## config.mk

```make
export PLATFORM = sky130hd
export DESIGN_NAME = hpte_group_search
export DESIGN_NICKNAME = d
export VERILOG_FILES = /design/src/sv/hpte_pkg.sv /design/src/sv/hpte_group_search.sv
export SDC_FILE = /design/constraint.sdc
export NUM_CORES = 1
export LEC_CHECK = 0
export ABC_AREA = 1
export BUFFER_PORTS_ARGS = -buffer_cell sky130_fd_sc_hd__buf_2
export CAP_MARGIN = 40
export CORE_AREA = 2 2 422 424
export DETAILED_ROUTE_END_ITERATION = 6
export DIE_AREA = 0 0 424 426
export PLACE_DENSITY = 0.34
export SLEW_MARGIN = 20
export SYNTH_ARGS = -nofsm -noshare
export SYNTH_HDL_FRONTEND = slang
export SYNTH_SLANG_ARGS = --single-unit
```

## constraint.sdc

```tcl
create_clock -name vclk -period 5.3
set_input_delay 0.795 -clock vclk [all_inputs]
set_output_delay 0.795 -clock vclk [all_outputs]
set_load 0.01 [all_outputs]
```

## src/sv/hpte_pkg.sv

```systemverilog
// Package of the hashed page table entry manager: codes, field positions and state type.
// Used by the top level, hpte_group_search, the checker and the bench; depends on nothing.
package hpte_pkg;

	// Operation carried in the input tuser.
	localparam logic KIND_INSERT = 1'b0;
	localparam logic KIND_REMOVE = 1'b1;

	// Result status codes.
	typedef enum logic [1:0] {
		STATUS_INSERTED = 2'd0,
		STATUS_FULL     = 2'd1,
		STATUS_REMOVED  = 2'd2,
		STATUS_NOMATCH  = 2'd3
	} status_t;

	// Configuration register indexes.
	localparam logic [1:0] CFG_TABLE_BASE = 2'd0;
	localparam logic [1:0] CFG_HASH_MASK  = 2'd1;

	localparam int unsigned CFG_INDEX_W = 2;
	localparam int unsigned CFG_DATA_W  = 16;

	// Register reset values.
	localparam logic [15:0] TABLE_BASE_RESET = 16'h0000;
	localparam logic [3:0]  HASH_MASK_RESET  = 4'hF;

	// Entry word bits.
	localparam int unsigned VALID_BIT   = 31;
	localparam int unsigned CHANGED_BIT = 7;
	localparam int unsigned ENTRY_W     = 64;

	// Hash geometry.
	localparam int unsigned HASH_W     = 19;
	localparam int unsigned HASH_LOW_W = 10;
	localparam int unsigned HASH_HI_W  = HASH_W - HASH_LOW_W;

	// Stream word widths.
	localparam int unsigned IN_DATA_W  = 120;
	localparam int unsigned OUT_DATA_W = 72;

	typedef enum logic [1:0] {
		ST_CLEAR,
		ST_IDLE,
		ST_UPDATE
	} state_t;

endpackage

```

## src/sv/hpte_group_search.sv

```systemverilog
// Slot search and update of one entry group: first free slot on insert, first match on remove.
// Depends on hpte_pkg.
module hpte_group_search import hpte_pkg::*; #(
	parameter int unsigned SLOTS_PER_GROUP = 8
) (
	input  logic                                  kind,
	input  logic [31:0]                           word0,
	input  logic [31:0]                           word1,
	input  logic [SLOTS_PER_GROUP*ENTRY_W-1:0]    row,
	output logic                                  hit,
	output logic [((SLOTS_PER_GROUP > 1) ? $clog2(SLOTS_PER_GROUP) : 1)-1:0] hit_slot,
	output logic [SLOTS_PER_GROUP*ENTRY_W-1:0]    row_new
);

	localparam int unsigned SLOT_W = (SLOTS_PER_GROUP > 1) ? $clog2(SLOTS_PER_GROUP) : 1;

	logic [SLOTS_PER_GROUP-1:0] cand;

	// Per-slot test, all slots in parallel.
	always_comb begin
		logic [31:0] s0;
		logic [31:0] s1;
		logic [31:0] s1_masked;
		for (int i = 0; i < SLOTS_PER_GROUP; i++) begin
			s0 = row[i*ENTRY_W+32 +: 32];
			s1 = row[i*ENTRY_W +: 32];
			s1_masked = s1;
			s1_masked[CHANGED_BIT] = 1'b0;
			if (kind == KIND_REMOVE) begin
				cand[i] = s0[VALID_BIT] && (s0 == word0) && (s1_masked == word1);
			end else begin
				cand[i] = !s0[VALID_BIT];
			end
		end
	end

	// Lowest candidate wins; insert writes the new entry there, remove clears valid and bits 1:0.
	always_comb begin
		logic        found;
		logic [31:0] s0;
		logic [31:0] s1;
		found = 1'b0;
		hit_slot = '0;
		row_new = row;
		for (int i = 0; i < SLOTS_PER_GROUP; i++) begin
			s0 = row[i*ENTRY_W+32 +: 32];
			s1 = row[i*ENTRY_W +: 32];
			if (cand[i] && !found) begin
				found = 1'b1;
				hit_slot = SLOT_W'(i);
				if (kind == KIND_REMOVE) begin
					s0[VALID_BIT] = 1'b0;
					s1[1:0] = 2'b00;
					row_new[i*ENTRY_W +: ENTRY_W] = {s0, s1};
				end else begin
					row_new[i*ENTRY_W +: ENTRY_W] = {word0, word1};
				end
			end
		end
		hit = found;
	end

endmodule

```

==> metrics.yaml, run 1 <==
status:
  status: "finished, violations left"
  violations: "design-rule violations, negative setup slack"
sta:
  fmax_ghz: 0.186
  fin_crit_sh_pct: 101
  finalSetupViolations: 5
  rsz0062_at_grt: "no"
  drv_slew: 0
  hold_slack_ps: 1880
  period_needed_ps: 5370
  relSlewSlack_pct: 34.3
  hold_viol: 0
  worst_pin_slew_ps: 979
  layout_setup_ws_ps: -69.5
job:
  drv_cap: 0
drt:
  routedWlPerCell_um: 45.3
  via_per_inst: 4.55
  drc: 4
  vias: 31147
  drt-initial-drc-count: 3798
  drtAntennaViolNets: 0
  wirelength_um: 310000
  drtPass1Iterations: 7
synth:
  yosysTopAreaCell: "nand2_1"
  synth.distinct_cells: 38
  netlist_top_cells_area: "nand2_1 31%, o21ai_0 14%, nor2_1 8.6%"
  synthSimpleGateAreaFrac_pct: 46.0
  synthAdderAreaFrac_pct: 0
  synth_warnings: 0
  ys_seq_area_share_pct: 0
  yosys.area_share.xor_xnor_pct: 6.21
  synth_compound_area_share_pct: 30.6
  synth.most_common_cell: "nand2_1"
  syn_avg_cell_area_um2: 4.54
  synthMuxAreaShare_pct: 0
  synth.cells.most_frequent: "1218 x nand2_1, 412 x o21ai_0, 333 x nor2_1, 331 x inv_1, 182 x o22ai_1"
  syn-num-nets: 3777
  synth_top_area_share_pct: 31.5
  syn-instance-count: 3200
  synth_top_family_by_area: "simple AND/OR/NAND/NOR gates"
  syn-cell-area_um2: 14500
critical_path:
  cp.required_ps: 4510
  endpoint_kind: "output port"
  start_kind: "input pin"
  crit_buf_inv: 6
  crit_family: "simple AND/OR/NAND/NOR gates"
  critical-path-slowest-cell: "o21ai_1"
  crit_path_max_incr_delay_ps: 280
  cpMostUsedCell: "nand2_1"
  crit_type: "input pin to output port"
  crit_chain: "buf_4, clkinvlp_4, buf_4, nand2_1, nand2_1, nor2_1, nand2_1, nor2_4, nand2_1, nor2_1, nand2_1, nand2_2, nor2_8, nand4_4, nor2_4, nand2_4, buf_12, buf_12, nand2_1, o21ai_1, buf_2"
  crit_arrival_ps: 4570
  critPathMaxFanout: 48
hold_path:
  worstHoldPathCells: 4
  min_path_type: "input pin to output port"
  min_from: "row[263]"
  whs_endpoint: "row_new[263]"
floorplan:
  die-area_um2: 181000
  initial_core_util_pct: 8.26
  rows: 154
  die_h_um: 426
  die_w_um: 424
  io_pins: 1093
  core-area_um2: 176000
finish:
  fin_nets: 5028
  design.seq.count: 0
  drive_gt1_share_pct: 35.0
  seq_area_um2: 0
  syn_to_final_growth_pct: 77.0
  fin_util_pct: 14.6
  clkbuf_count: 0
  fillCellCount: 21197
power:
  seqPwrFrac_pct: 0
  p_clk_share_pct: 0
  power_density_nw_per_um2: 131
  swShare_pct: 73.0
  leakage_nw: 13.8
  ir_worst_vdd_mv: 0.0306
  p_int_uw: 912
  power_frac_comb_pct: 100.0
  switchingPower_mw: 2.47
clock_tree:
  cts_hold_buffers: 0
global_route:
  overflow: 0
  antenna_found_initial: 173
  grt_max_degree: 60
  grt_pass1_wl_um: 369000
  grt_pass1_vias: 28523
  grt_usage_pct: 32.5
place:
  dpl_worst_slack_ps: -632
  dp_hpwl_um: 276000
  routabilityCongestion: 1.02
  port_buffers: 1093
==> what timing repair did <==
action                     CTS  global route
resized for setup           12             9
buffers inserted             7             3
hold endpoints to repair     0             0
setup endpoints to repair  421            10
pin swaps                    1             0
==> power by group through the flow <==
stage	clock network (mW)	logic, mW	registers [mW]
final	0.000000691	3.38	0
after global routing	0.000000425	3.41	0
after CTS	0	3.30	0
after detailed placement	0	3.28	0
after global placement	0	3.30	0
after floorplan	0	1.03	0
==> kinds of logic (layout without fill, tap and decap cells) <==
kind of cell,count (synthesis),after routing
compound gates,818,818
other cells,0,56
xor+xnor,103,103
simple gates,1684,1684
buf+inv,595,1844
==> tightest hold or removal path, stage by stage <==
cell and delay [ps]:
buf_2 70, nand2_1 40, o21ai_0 50, buf_2 130
==> through the flow <==
stage / instance area, µm² / power (mW) / TNS (ps) / instances
final: 25700 / 3.38 / -184 / 6845
after detailed placement: 25400 / 3.28 / -64500 / 6779
after floorplan: 14500 / 1.03 / 0 / 3200
after global placement: 25400 / 3.30 / -168880 / 6774
after CTS: 25500 / 3.30 / -211 / 6786
after global routing: 25600 / 3.41 / 0 / 6813
==> metal layers <==
layer / vias to the layer above / part of all wire [%] / GRT usage, %
li1: 12911 / - / -
met1: 15418 / 38 / 37.4
met2: 2121 / 47 / 54.8
met3: 643 / 7.1 / 6.65
met4: 54 / 8.0 / 20.9
met5: - / 0.11 / 0
==> final cells by class <==
type               count  area (µm²)  share of cell area (%)
diodes                56         140                   0.545
multi-input cells   2605       12100                    47.2
inverters            386        1470                    5.71
repair buffers      1458        9030                    35.1
well taps           2340        2930                    11.4
==> worst max-delay path by stage <==
stage                               to  startpoint  slack (ps)  cells past startpoint
after floorplan           row_new[373]   word1[22]        1890                     19
after global placement    row_new[425]   word1[13]        -840                     20
after detailed placement  row_new[425]   word0[21]        -630                     20
after CTS                 row_new[433]    word0[6]         -80                     17
after global routing      row_new[434]   word0[21]         0.7                     21
final                     row_new[434]   word0[21]         -70                     21
==> cells in the final DEF (no fill, tap or decap), drive strengths merged, types with 51 or more instances in the layout <==
cell and instances:
nor2 339, inv 380, diode 56, buf 1457
o22ai 182, xnor2 51, nand4 79, xor2 52
nand2 1223, o21ai 535, a21oi 73
Power figures use the tool's default switching activity.
==> run 2, diff against run 1 <==
--- a/config.mk
+++ b/config.mk
@@ -5,13 +5,12 @@
 export SDC_FILE = /design/constraint.sdc
 export NUM_CORES = 1
 export LEC_CHECK = 0
-export ABC_AREA = 1
 export BUFFER_PORTS_ARGS = -buffer_cell sky130_fd_sc_hd__buf_2
 export CAP_MARGIN = 40
-export CORE_AREA = 2 2 422 424
+export CORE_AREA = 2 2 429 431
 export DETAILED_ROUTE_END_ITERATION = 6
-export DIE_AREA = 0 0 424 426
-export PLACE_DENSITY = 0.34
+export DIE_AREA = 0 0 431 433
+export PLACE_DENSITY = 0.32
 export SLEW_MARGIN = 20
 export SYNTH_ARGS = -nofsm -noshare
 export SYNTH_HDL_FRONTEND = slang
==> metrics.yaml, run 2 <==
status:
  status: "finished, violations left"  # unchanged
  violations: "negative setup slack"  # was design-rule violations, negative setup slack
hold_path:
  min_from: "row[108]"  # was row[263]
  whs_endpoint: "row_new[108]"  # was row_new[263]
  min_path_type: "input pin to output port"  # unchanged
  worstHoldPathCells: 4  # unchanged
synth:
  syn-instance-count: 1558  # was 3200
  synth.distinct_cells: 57  # was 38
  synth.most_common_cell: "mux2_2"  # was nand2_1
  synth_top_area_share_pct: 31.9  # was 31.5%
  syn-num-nets: 2135  # was 3777
  ys_seq_area_share_pct: 0  # unchanged
  synth_warnings: 0  # unchanged
  syn_avg_cell_area_um2: 8.01  # was 4.54 µm²
  netlist_top_cells_area: "mux2_2 32%, xor2_1 18%, xnor2_1 12%"  # was nand2_1 31%, o21ai_0 14%, nor2_1 8.6%
  synth.cells.most_frequent: "353 x mux2_2, 254 x xor2_1, 172 x xnor2_1, 84 x nor4_1, 81 x buf_2"  # was 1218 x nand2_1, 412 x o21ai_0, 333 x nor2_1, 331 x inv_1, 182 x o22ai_1
  syn-cell-area_um2: 12500  # was 14500 µm²
  yosysTopAreaCell: "mux2_2"  # was nand2_1
clock_tree:
  cts_hold_buffers: 0  # unchanged
global_route:
  grt_usage_pct: 23.7  # was 32.5%
  grt_pass1_vias: 18975  # was 28523
  grt_max_degree: 50  # was 60
  antenna_found_initial: 144  # was 173
  grt_pass1_wl_um: 273000  # was 369000 µm
  overflow: 0  # unchanged
critical_path:
  cp.required_ps: 4510  # about the same
  critPathMaxFanout: 17  # was 48
  crit_type: "input pin to output port"  # unchanged
  crit_arrival_ps: 4580  # was 4570 ps
  crit_buf_inv: 6  # unchanged
  critical-path-slowest-cell: "nor4_1"  # was o21ai_1
  endpoint_kind: "output port"  # unchanged
  crit_chain: "buf_2, buf_4, xnor2_1, nand4_1, nor4_1, nand4_1, buf_4, o32ai_4, nor2_2, nand3_4, buf_12, buf_4, mux2_2, buf_2"  # was buf_4, clkinvlp_4, buf_4, nand2_1, nand2_1, nor2_1, nand2_1, nor2_4, nand2_1, nor2_1, nand2_1, nand2_2, nor2_8, nand4_4, nor2_4, nand2_4, buf_12, buf_12, nand2_1, o21ai_1, buf_2
  start_kind: "input pin"  # unchanged
  cpMostUsedCell: "buf_4"  # was nand2_1
  crit_path_max_incr_delay_ps: 630  # was 280 ps
  crit_family: "buffers and inverters"  # was simple AND/OR/NAND/NOR gates
finish:
  multiInputGateArea_um2: 11400  # was 12100 µm²
  drive_gt1_share_pct: 64.2  # was 35.0%
  fin_nets: 3345  # was 5028
  fillCellCount: 21212  # was 21197
  fin_util_pct: 12.7  # was 14.6%
  layout_commonest_cell: "buf_2"  # was nand2_1
  seq_area_um2: 0  # unchanged
  syn_to_final_growth_pct: 85.9  # was 77.0%
  final_cell_mix: "1069 x buf_2, 353 x mux2_2, 251 x xor2_1, 251 x buf_4, 169 x xnor2_1"  # was 1213 x nand2_1, 1089 x buf_2, 411 x o21ai_0
  design.seq.count: 0  # unchanged
  clkbuf_count: 0  # unchanged
place:
  port_buffers: 1093  # unchanged
  dp_hpwl_um: 211000  # was 276000 µm
  routabilityCongestion: 0.912  # was 1.02
  dpl_worst_slack_ps: -575  # was -632 ps
sta:
  relSlewSlack_pct: 39.6  # was 34.3%
  fmax_ghz: 0.186  # about the same
  drv_slew: 0  # unchanged
  layout_setup_ws_ps: -78.1  # was -69.5 ps
  period_needed_ps: 5380  # was 5370 ps
  hold_viol: 0  # unchanged
  fin_crit_sh_pct: 101  # about the same
  worst_pin_slew_ps: 905  # was 979 ps
  finalSetupViolations: 13  # was 5
  rsz0062_at_grt: "no"  # unchanged
power:
  ir_worst_vdd_mv: 0.0344  # was 0.0306 mV
  power_density_nw_per_um2: 118  # was 131 nW/µm²
  total_power_mw: 2.73  # was 3.38 mW
  leakage_nw: 10.3  # was 13.8 nW
drt:
  drc: 0  # was 4
  wirelength_um: 233000  # was 310000 µm
  drt-initial-drc-count: 1657  # was 3798
  via_per_inst: 3.78  # was 4.55
  drtPass1Iterations: 6  # was 7
  drtAntennaViolNets: 0  # unchanged
  vias: 19682  # was 31147
  routedWlPerCell_um: 44.7  # was 45.3 µm
floorplan:
  die_h_um: 433  # was 426 µm
  die-area_um2: 187000  # was 181000 µm²
  core-area_um2: 182000  # was 176000 µm²
  rows: 157  # was 154
  io_pins: 1093  # unchanged
  die_w_um: 431  # was 424 µm
  initial_core_util_pct: 6.85  # was 8.26%
job:
  drv_cap: 0  # unchanged
==> run 2: changes by cell type in the layout (fill, tap and decap cells not counted), sizes merged, moves of 74 or more <==
cell / change
o22ai: -141
buf: -81
o21ai: -455
xor2: +202
nand2: -1145
mux2: +399
nor4: +74
nor2: -325
inv: -295
xnor2: +121
==> run 2: power by group <==
part           internal, mW  switching, mW
Clock           0.000000771              0
Sequential                0              0
Combinational         0.942           1.79
==> run 2: kinds of logic after synthesis <==
kind of cell	after synthesis	synth area share [%]
multiplexers	436	39.0
XOR/XNOR	426	29.9
AND/OR/NAND/NOR	279	13.0
buffers and inverters	254	9.78
AO/OA/AOI/OAI	163	8.36
==> run 2: layout make-up <==
| cell class | instances | share of cell area [%] |
|---|---|---|
| Multi-Input combinational cell | 1304 | 49.3 |
| Timing Repair Buffer | 1377 | 35.9 |
| Antenna cell | 56 | 0.604 |
| Inverter | 85 | 1.38 |
| Tap cell | 2385 | 12.9 |
==> run 2: timing repair <==
item,in CTS,in global routing
gates resized for setup,32,8
setup buffers,3,0
pin swaps,5,2
endpoints found under the setup margin,381,16
==> run 2: per-stage QoR <==
stage                     instance area, µm²  TNS [ps]  std cells  hold WS (ps)
after detailed placement               22800    -94550       5148          1920
after global placement                 22800   -103000       5146          1910
after global routing                   23100         0       5181          1930
after CTS                              23000         0       5151          1920
after floorplan                        12500         0       1558          1710
final                                  23200      -391       5207          1920
==> run 2: worst min-delay path: stages <==
cell and delay [ps]:
buf_2 100, nand2_1 40, o21ai_0 50, buf_2 130
==> run 2: how the worst max path moves through the flow <==
stage,start,endpoint,cells past startpoint
after global routing,word1[30],row_new[442],14
final,word1[30],row_new[442],14
after floorplan,word1[30],row_new[187],10
after CTS,word1[30],row_new[244],11
after detailed placement,word0[6],row_new[169],13
after global placement,word0[6],row_new[169],13
==> run 2: layer usage <==
layer	GRT usage [%]	up-vias	share of wire, %
li1	-	7989	-
met4	7.38	30	3.7
met1	28.0	10073	39
met5	0	-	0.089
met2	41.6	1293	49
met3	6.18	297	7.6
==> run 3, diff against run 2 <==
--- a/config.mk
+++ b/config.mk
@@ -5,12 +5,14 @@
 export SDC_FILE = /design/constraint.sdc
 export NUM_CORES = 1
 export LEC_CHECK = 0
+export ABC_CLOCK_PERIOD_IN_PS = 6300
 export BUFFER_PORTS_ARGS = -buffer_cell sky130_fd_sc_hd__buf_2
 export CAP_MARGIN = 40
 export CORE_AREA = 2 2 429 431
 export DETAILED_ROUTE_END_ITERATION = 6
 export DIE_AREA = 0 0 431 433
 export PLACE_DENSITY = 0.32
+export SETUP_SLACK_MARGIN = 0.2
 export SLEW_MARGIN = 20
 export SYNTH_ARGS = -nofsm -noshare
 export SYNTH_HDL_FRONTEND = slang
==> constraint.sdc (replaced) <==
create_clock -name vclk -period 6.3
set_input_delay 0.945 -clock vclk [all_inputs]
set_output_delay 0.945 -clock vclk [all_outputs]
set_load 0.01 [all_outputs]
==> metrics.yaml, run 3 (synthesis results as in run 2) <==
status:
  status: "completed"  # was finished, violations left
sta:
  fin_crit_sh_pct: 95.0
  relSlewSlack_pct: 37.2  # was 39.6%
  rsz0062_at_grt: "no"  # unchanged
  period_needed_ps: 5990
  fmax_ghz: 0.167
  fin_tns_setup_ps: 0  # was -391 ps
  worst_pin_slew_ps: 941  # was 905 ps
  hold_slack_ps: 2200  # was 1920 ps
  finalSetupViolations: 0  # was 13
  drv_slew: 0  # unchanged
  layout_setup_ws_ps: 313  # was -78.1 ps
  hold_viol: 0  # unchanged
hold_path:
  min_path_type: "input pin to output port"  # unchanged
  worstHoldPathCells: 3  # was 4
  min_from: "row[391]"  # was row[108]
  whs_endpoint: "row_new[391]"  # was row_new[108]
floorplan:
  die_w_um: 431  # unchanged
  core-area_um2: 182000  # unchanged
  die-area_um2: 187000  # unchanged
  rows: 157  # unchanged
  initial_core_util_pct: 6.85  # unchanged
  die_h_um: 433  # unchanged
  io_pins: 1093  # unchanged
clock_tree:
  cts_hold_buffers: 0  # unchanged
  ctsResizeCount: 0  # was 32
  postCtsSetupBuffers: 0  # was 3
finish:
  design.seq.count: 0  # unchanged
  final_cell_mix: "1089 x buf_2, 353 x mux2_2, 253 x xor2_1"  # was 1069 x buf_2, 353 x mux2_2, 251 x xor2_1, 251 x buf_4, 169 x xnor2_1
  fin_util_pct: 12.1  # was 12.7%
  clkbuf_count: 0  # unchanged
  final_cells: 5094  # was 5207
  syn_to_final_growth_pct: 76.0  # was 85.9%
  fillCellCount: 21371  # was 21212
  design_area_um2: 22000  # was 23200 µm²
  drive_gt1_share_pct: 62.2  # was 64.2%
  fin_nets: 3243  # was 3345
  seq_area_um2: 0  # unchanged
  layout_commonest_cell: "buf_2"  # unchanged
drt:
  vias: 18955  # was 19682
  routedWlPerCell_um: 45.4  # was 44.7 µm
  drc: 0  # unchanged
  drtPass1Iterations: 5  # was 6
  drt-initial-drc-count: 1522  # was 1657
  wirelength_um: 232000  # was 233000 µm
  via_per_inst: 3.72  # was 3.78
  drtAntennaViolNets: 0  # unchanged
critical_path:
  start_kind: "input pin"  # unchanged
  endpoint_kind: "output port"  # unchanged
  critical-path-slowest-cell: "nor2_1"  # was nor4_1
  crit_family: "simple AND/OR/NAND/NOR gates"  # was buffers and inverters
  crit_path_max_incr_delay_ps: 690  # was 630 ps
  cp.required_ps: 5350  # was 4510 ps
  crit_buf_inv: 4  # was 6
  crit_type: "input pin to output port"  # unchanged
  crit_arrival_ps: 5040  # was 4580 ps
  cp.depth: 12  # was 14
  critPathMaxFanout: 19  # was 17
  crit_chain: "buf_2, xor2_1, nor4_1, nand4_1, nor2_1, a21oi_2, nor4b_2, buf_4, nand3_4, buf_4, mux2_2, buf_2"  # was buf_2, buf_4, xnor2_1, nand4_1, nor4_1, nand4_1, buf_4, o32ai_4, nor2_2, nand3_4, buf_12, buf_4, mux2_2, buf_2
global_route:
  antenna_found_initial: 139  # was 144
  grt_pass1_vias: 18673  # was 18975
  overflow: 0  # unchanged
  grt_usage_pct: 23.6  # was 23.7%
  grt_max_degree: 44  # was 50
  grt_pass1_wl_um: 272000  # was 273000 µm
place:
  place_area_um2: 21800  # was 22800 µm²
  routabilityCongestion: 0.886  # was 0.912
  dpl_worst_slack_ps: 359  # was -575 ps
  port_buffers: 1093  # unchanged
  place_inst: 5048  # was 5148
  dp_hpwl_um: 207000  # was 211000 µm
job:
  drv_cap: 0  # unchanged
power:
  leakage_nw: 9.64  # was 10.3 nW
  ir_worst_vdd_mv: 0.0371  # was 0.0344 mV
  total_power_mw: 2.20  # was 2.73 mW
  power_density_nw_per_um2: 100  # was 118 nW/µm²
run 3: cell types whose count changed in the layout (fill, tap and decap cells not counted), moves of 7 or more:
cell	delta
nor4_1	+7
buf_12	-23
buf_2	+20
diode_2	-11
buf_4	-97
run 3: area by class of cell:
type | instances | area, µm² | area share (%)
multi-input cells | 1304 | 11300 | 51.5
repair buffers | 1275 | 7240 | 33.0
diodes | 45 | 113 | 0.513
well taps | 2385 | 2980 | 13.6
inverters | 85 | 319 | 1.45
run 3: metal layers:
| layer | global-route usage (%) | vias up | part of all wire [%] |
|---|---|---|---|
| met2 | 41.6 | 1182 | 50 |
| met4 | 7.90 | 42 | 3.6 |
| met3 | 5.54 | 289 | 6.9 |
| met5 | 0 | - | 0.12 |
| li1 | - | 7775 | - |
| met1 | 27.9 | 9667 | 40 |
run 3: report_power, final:
| part | leakage [nW] | internal [mW] | switching, mW |
|---|---|---|---|
| Combinational | 9.64 | 0.726 | 1.47 |
| Sequential | 0 | 0 | 0 |
| Clock | 0.000285 | 0.000000424 | 0 |
run 3: worst max-delay path by stage:
stage | to | slack (ps) | start
2_1_floorplan | row_new[187] | 2030 | word1[30]
3_3_place_gp | row_new[440] | 120 | word0[1]
3_5_place_dp | row_new[440] | 360 | word1[31]
4_1_cts | row_new[440] | 350 | word1[31]
5_1_grt | row_new[428] | 250 | word0[16]
6_report | row_new[428] | 310 | word1[31]
